[config.mk]
export PLATFORM = sky130hd
export DESIGN_NAME = udrrb_ctrl
export DESIGN_NICKNAME = d
export VERILOG_FILES = /design/src/sv/udrrb_pkg.sv /design/src/sv/udrrb_ctrl.sv
export SDC_FILE = /design/constraint.sdc
export NUM_CORES = 1
export LEC_CHECK = 0
export ABC_AREA = 1
export BUFFER_PORTS_ARGS = -buffer_cell sky130_fd_sc_hd__buf_2
export CAP_MARGIN = 20
export CORE_AREA = 2 2 39 41
export DETAILED_ROUTE_END_ITERATION = 8
export DIE_AREA = 0 0 41 43
export PLACE_DENSITY = 0.54
export RECOVER_POWER = 50
export REMOVE_ABC_BUFFERS = 1
export SLEW_MARGIN = 20
export SYNTH_ARGS = -nofsm -noshare
export SYNTH_HDL_FRONTEND = slang
export SYNTH_SLANG_ARGS = --single-unit
[constraint.sdc]
create_clock -name clk -period 1.5 [get_ports clk]
set_input_delay 0.15 -clock clk [delete_from_list [all_inputs] [get_ports clk]]
set_output_delay 0.15 -clock clk [all_outputs]
set_load 0.01 [all_outputs]
[src/sv/udrrb_pkg.sv]
// Shared types and codes for the serial receive ring buffer.
package udrrb_pkg;

    // Field widths fixed by the interface.
    localparam int CFG_DATA_W = 11;
    localparam int CFG_IDX_W  = 1;
    localparam int MAX_LEN_W  = 7;
    localparam int BYTE_W     = 8;
    localparam int COUNT_W    = 7;

    // Request codes.
    localparam logic [1:0] REQ_BYTE  = 2'd0;
    localparam logic [1:0] REQ_IDLE  = 2'd1;
    localparam logic [1:0] REQ_READ  = 2'd2;
    localparam logic [1:0] REQ_FLUSH = 2'd3;

    // Configuration register indexes.
    localparam logic [CFG_IDX_W-1:0] REG_BUFFER_SIZE    = 1'b0;
    localparam logic [CFG_IDX_W-1:0] REG_RECEIVE_ENABLE = 1'b1;

    typedef struct packed {
        logic [1:0]           req_type;
        logic [BYTE_W-1:0]    rx_byte;
        logic [MAX_LEN_W-1:0] max_len;
    } req_t;

    typedef struct packed {
        logic [BYTE_W-1:0]  out_byte;
        logic               byte_valid;
        logic               last;
        logic               status;
        logic [COUNT_W-1:0] bytes_read;
        logic               data_pending;
        logic               notify;
    } res_t;

    // Commands from the controller to the datapath.
    typedef struct packed {
        logic accept;
        logic stream;
        logic red_step;
        logic red_last;
    } ctrl_cmd_t;

    // Status from the datapath to the controller.
    typedef struct packed {
        logic stream_go;
        logic last_byte;
    } dp_status_t;

endpackage

[src/sv/udrrb_ctrl.sv]
// Controller state machine: idle, read streaming and position reduction.
module udrrb_ctrl
    import udrrb_pkg::*;
#(
    parameter int RING_DEPTH = 1024
) (
    input  logic                 clk,
    input  logic                 rst_n,
    input  logic                 start,
    input  logic                 cfg_we,
    input  logic [CFG_IDX_W-1:0] cfg_index,
    input  dp_status_t           status,
    output ctrl_cmd_t            cmd,
    output logic [((($clog2(RING_DEPTH)) > 1) ? $clog2($clog2(RING_DEPTH)) : 1)-1:0] red_idx,
    output logic                 busy
);

    localparam int PW = $clog2(RING_DEPTH);
    localparam int IW = (PW > 1) ? $clog2(PW) : 1;

    localparam logic [1:0] ST_IDLE   = 2'd0;
    localparam logic [1:0] ST_READ   = 2'd1;
    localparam logic [1:0] ST_REDUCE = 2'd2;

    logic [1:0]    state_reg, state_next;
    logic [IW-1:0] idx_reg, idx_next;
    logic          accept;
    logic          red_restart;

    assign busy        = (state_reg != ST_IDLE);
    assign accept      = start && !busy;
    assign red_restart = cfg_we && (state_reg != ST_READ)
                         && ((state_reg == ST_REDUCE) || (cfg_index == REG_BUFFER_SIZE));

    // Issue commands
    always_comb
    begin
        cmd.accept   = accept;
        cmd.stream   = (state_reg == ST_READ);
        cmd.red_step = (state_reg == ST_REDUCE) && !cfg_we;
        cmd.red_last = (state_reg == ST_REDUCE) && !cfg_we && (idx_reg == '0);
    end

    assign red_idx = idx_reg;

    // Next state
    always_comb
    begin
        state_next = state_reg;
        idx_next   = idx_reg;
        unique case (state_reg)
            ST_IDLE:
            begin
                if (red_restart)
                begin
                    state_next = ST_REDUCE;
                    idx_next   = IW'(PW - 1);
                end
                else if (accept && status.stream_go)
                begin
                    state_next = ST_READ;
                end
            end
            ST_READ:
            begin
                if (status.last_byte)
                begin
                    state_next = ST_IDLE;
                end
            end
            ST_REDUCE:
            begin
                if (red_restart)
                begin
                    idx_next = IW'(PW - 1);
                end
                else if (idx_reg == '0)
                begin
                    state_next = ST_IDLE;
                end
                else
                begin
                    idx_next = idx_reg - 1'b1;
                end
            end
            default:
            begin
                state_next = ST_IDLE;
            end
        endcase
    end

    // State registers
    always_ff @(posedge clk or negedge rst_n)
    begin
        if (!rst_n)
        begin
            state_reg <= ST_IDLE;
            idx_reg   <= '0;
        end
        else
        begin
            state_reg <= state_next;
            idx_reg   <= idx_next;
        end
    end

endmodule

==> results.md <==
- Warnings from Yosys: 0
- Clock Latency Late Sink: roughly 0.24 ns
- Area taken by multi-input logic gates: 199 µm²
- Sw Share: 0.483
- Area growth syn-to-layout: 27.8%
- Die Height: 43 µm
- Share of the synthesized area in the top cell type: 0.367
- Fmax: roughly 740 MHz
- Clk buf depth: 2
- Clk slew on worst S/H paths: 0.05 ns
- CORE AREA: ~0.0014 mm²
- Sequential element share of the synthesized area: 0.367
- Largest net degree at the start of global routing: 9
- Count of different cell masters after synthesis: 14
- Power Dens Cells: 2100 mW/mm²
- Number of global-route vias before repair: 371
- Clk sinks: 6
- Pre-antenna DRT Iters: 4
- Routability congestion estimate: a little over 0.7
- Setup Viol. Count Final: 0
- Max_cap viols: 0
- CTS Buf Count: 3
- Adder-cell share of the synthesized area: 0.0612
- WS Path Type: reg2out
- Chip width: 41 µm
- Total power after layout: roughly 1.1 mW
- Post-Synth XOR/XNOR Area: 0.0214
- Critical Path RT: about 1.4 ns
- Synth Area in Simple Gates: 0.343
- Std cell rows: 14
- WP buf/inv: 2
- CP endpoint kind: output pin
- Final wirelength: 845 µm
- Wire per inst: ~9.0 µm
- Number of flip-flops in the largest register: 4
- Critical path arrival: 1.21 ns
- Crit-path cells: inv_1, ha_1, nand3_1, nor2_1, buf_2
- Hold slack: ~0.17 ns
- Min-Delay Path Class: in2reg
- Root Driver: clkbuf_4
- Share of cells above drive strength 1: 0.256
- Cell total after placement: 90
- Top post-synthesis cells by area: dfrtp_1 37%, nand2_1 14%, inv_1 10%
- Combinational power share: 0.577
- Via-to-Cell Ratio: 4.44
- RSZ-0062 raised after global routing: false
- Initial cell density of the core: 0.296
- Leak pwr: 0.303 nW
- Synth Instances: 60
- First-pass GRT wire length: 1470 µm
- Total global-route track usage: 0.130
- Die area: around 0.0018 mm²
- Nature of the critical path startpoint: flip-flop
- CTS tree: built
- Post-DP HPWL: 699 µm
- Synth Area in Compound Gates: 0.0612
- IO Port Bufs: 15
- Final #Nets: 89
- Share of power burned in registers: 0.288
- Max VDD drop: 0.805 mV
- ANT cells: 0
- DRC Markers: 0
- Largest family of logic cells by synthesized area: simple AND/OR/NAND/NOR gates
- Maximum fanout along the worst path: 3
- Vias: between 400 and 500
- Outcome: finished, final reports clean
- Setup tns final: 0 ns
- Initial antenna violation count: 0
- Overflow after GRT: 0
- Syn Area/Cell: 6.82 µm²
- Number of I/O pins: 16
- Crit path largest cell delay: 0.38 ns
- Flops & latches, synth: 6
- Reg area: 150 µm²
- Min Tclk post-route: roughly 1.4 ns
- Int Power: around 570 µW
- Fin. max-slew vios: 0
- CP top delay family: flip-flops
- Worst Max-Slew Pin Slew: 0.332 ns
- Slew headroom: 0.779
- Final Cycle Share: 0.904
- Slowest-stage cell, CP: dfrtp_1
- Final Non-Filler Cells: 94
- R2R setup slack: 0.32 ns
- Most frequent cells in the layout: 15 x nand2_1, 10 x inv_1, 10 x buf_2
- # fillers: about 160
- Mux cell area share after synthesis: 0
- Sw Pwr: 531 µW
- Clock Power Share: 0.135
- Clock skew: 0.00503 ns
- Cell Area, Synth: about 410 µm²
- H-tree depth: 1
- Initial DRC count: 4
- Most common cell after layout, fill and taps aside: nand2_1
- Final Hold Viols: 0
- Detail Route Antenna Nets: 0
- Area leader, netlist: dfrtp_1
[cells by family after synthesis]
kind of cell	after synthesis
flops	6
fa+ha+maj	2
buf+inv	15
xor+xnor	1
simple gates	31
compound gates	5
[path summary, 6_finish.rpt]
kind	from	end	depth (start not counted)
setup / recovery	red_idx[1]	cmd[0]	5
hold / removal	status[0]	state_reg[0]	4
setup reg to reg	red_idx[1]	red_idx[2]	7
hold reg to reg	red_idx[3]	red_idx[3]	2
max in group asynchronous	rst_n	state_reg[0]	2
min in group asynchronous	rst_n	red_idx[0]	2
[cell type report]
cell class | count | area share
repair buffers | 16 | 0.151
well taps | 16 | 0.0383
inverters | 14 | 0.100
clock buffers | 3 | 0.0431
multi-input cells | 39 | 0.380
flip-flops and latches | 6 | 0.287
[repair_timing]
action	in CTS	in global routing
setup endpoints to repair	0	1
setup buffers	0	0
hold buffers	1	0
hold endpoints to repair	6	0
resized for setup	0	1
[metrics by stage]
| stage | utilization | cell area [µm²] | setup WS, ns |
|---|---|---|---|
| after detailed placement | 0.359 | 497 | 0.283 |
| after global placement | 0.359 | 497 | 0.303 |
| after global routing | 0.378 | 523 | 0.0369 |
| final | 0.378 | 523 | 0.144 |
| after floorplan | - | 402 | 0.322 |
| after CTS | 0.382 | 529 | 0.0859 |
[worst reg2reg max path: stages (launching register included)]
cell and delay [ns]:
dfrtp_1 0.38, inv_1 0.11, ha_1 0.15, nand3_1 0.10, nand2_2 0.09, nand2_4 0.07, nand3_1 0.10, nand2_1 0.05
[synth_stat cells, drive strengths merged]
| master | n |
|---|---|
| nand2 | 18 |
| a21oi | 2 |
| nor2 | 6 |
| nand3 | 5 |
| nand4 | 2 |
| ha | 2 |
| inv | 14 |
| dfrtp | 6 |
| o21ai | 3 |
| buf | 1 |
| xnor2 | 1 |
[layer usage]
layer	track usage	share of wire
met1	0.172	0.47
met2	0.163	0.45
met3	0.0314	0.050
met4	0.120	0.028
met5	0	0
[power by group through the flow]
stage	sequential [mW]	combinational (mW)	clock, mW
after global routing	0.336	0.730	0.172
after CTS	0.316	0.656	0.156
after global placement	0.318	0.657	0
after detailed placement	0.318	0.649	0
after floorplan	0.330	0.442	0
final	0.317	0.634	0.148
Note: power is estimated with default switching activity, not from simulation.
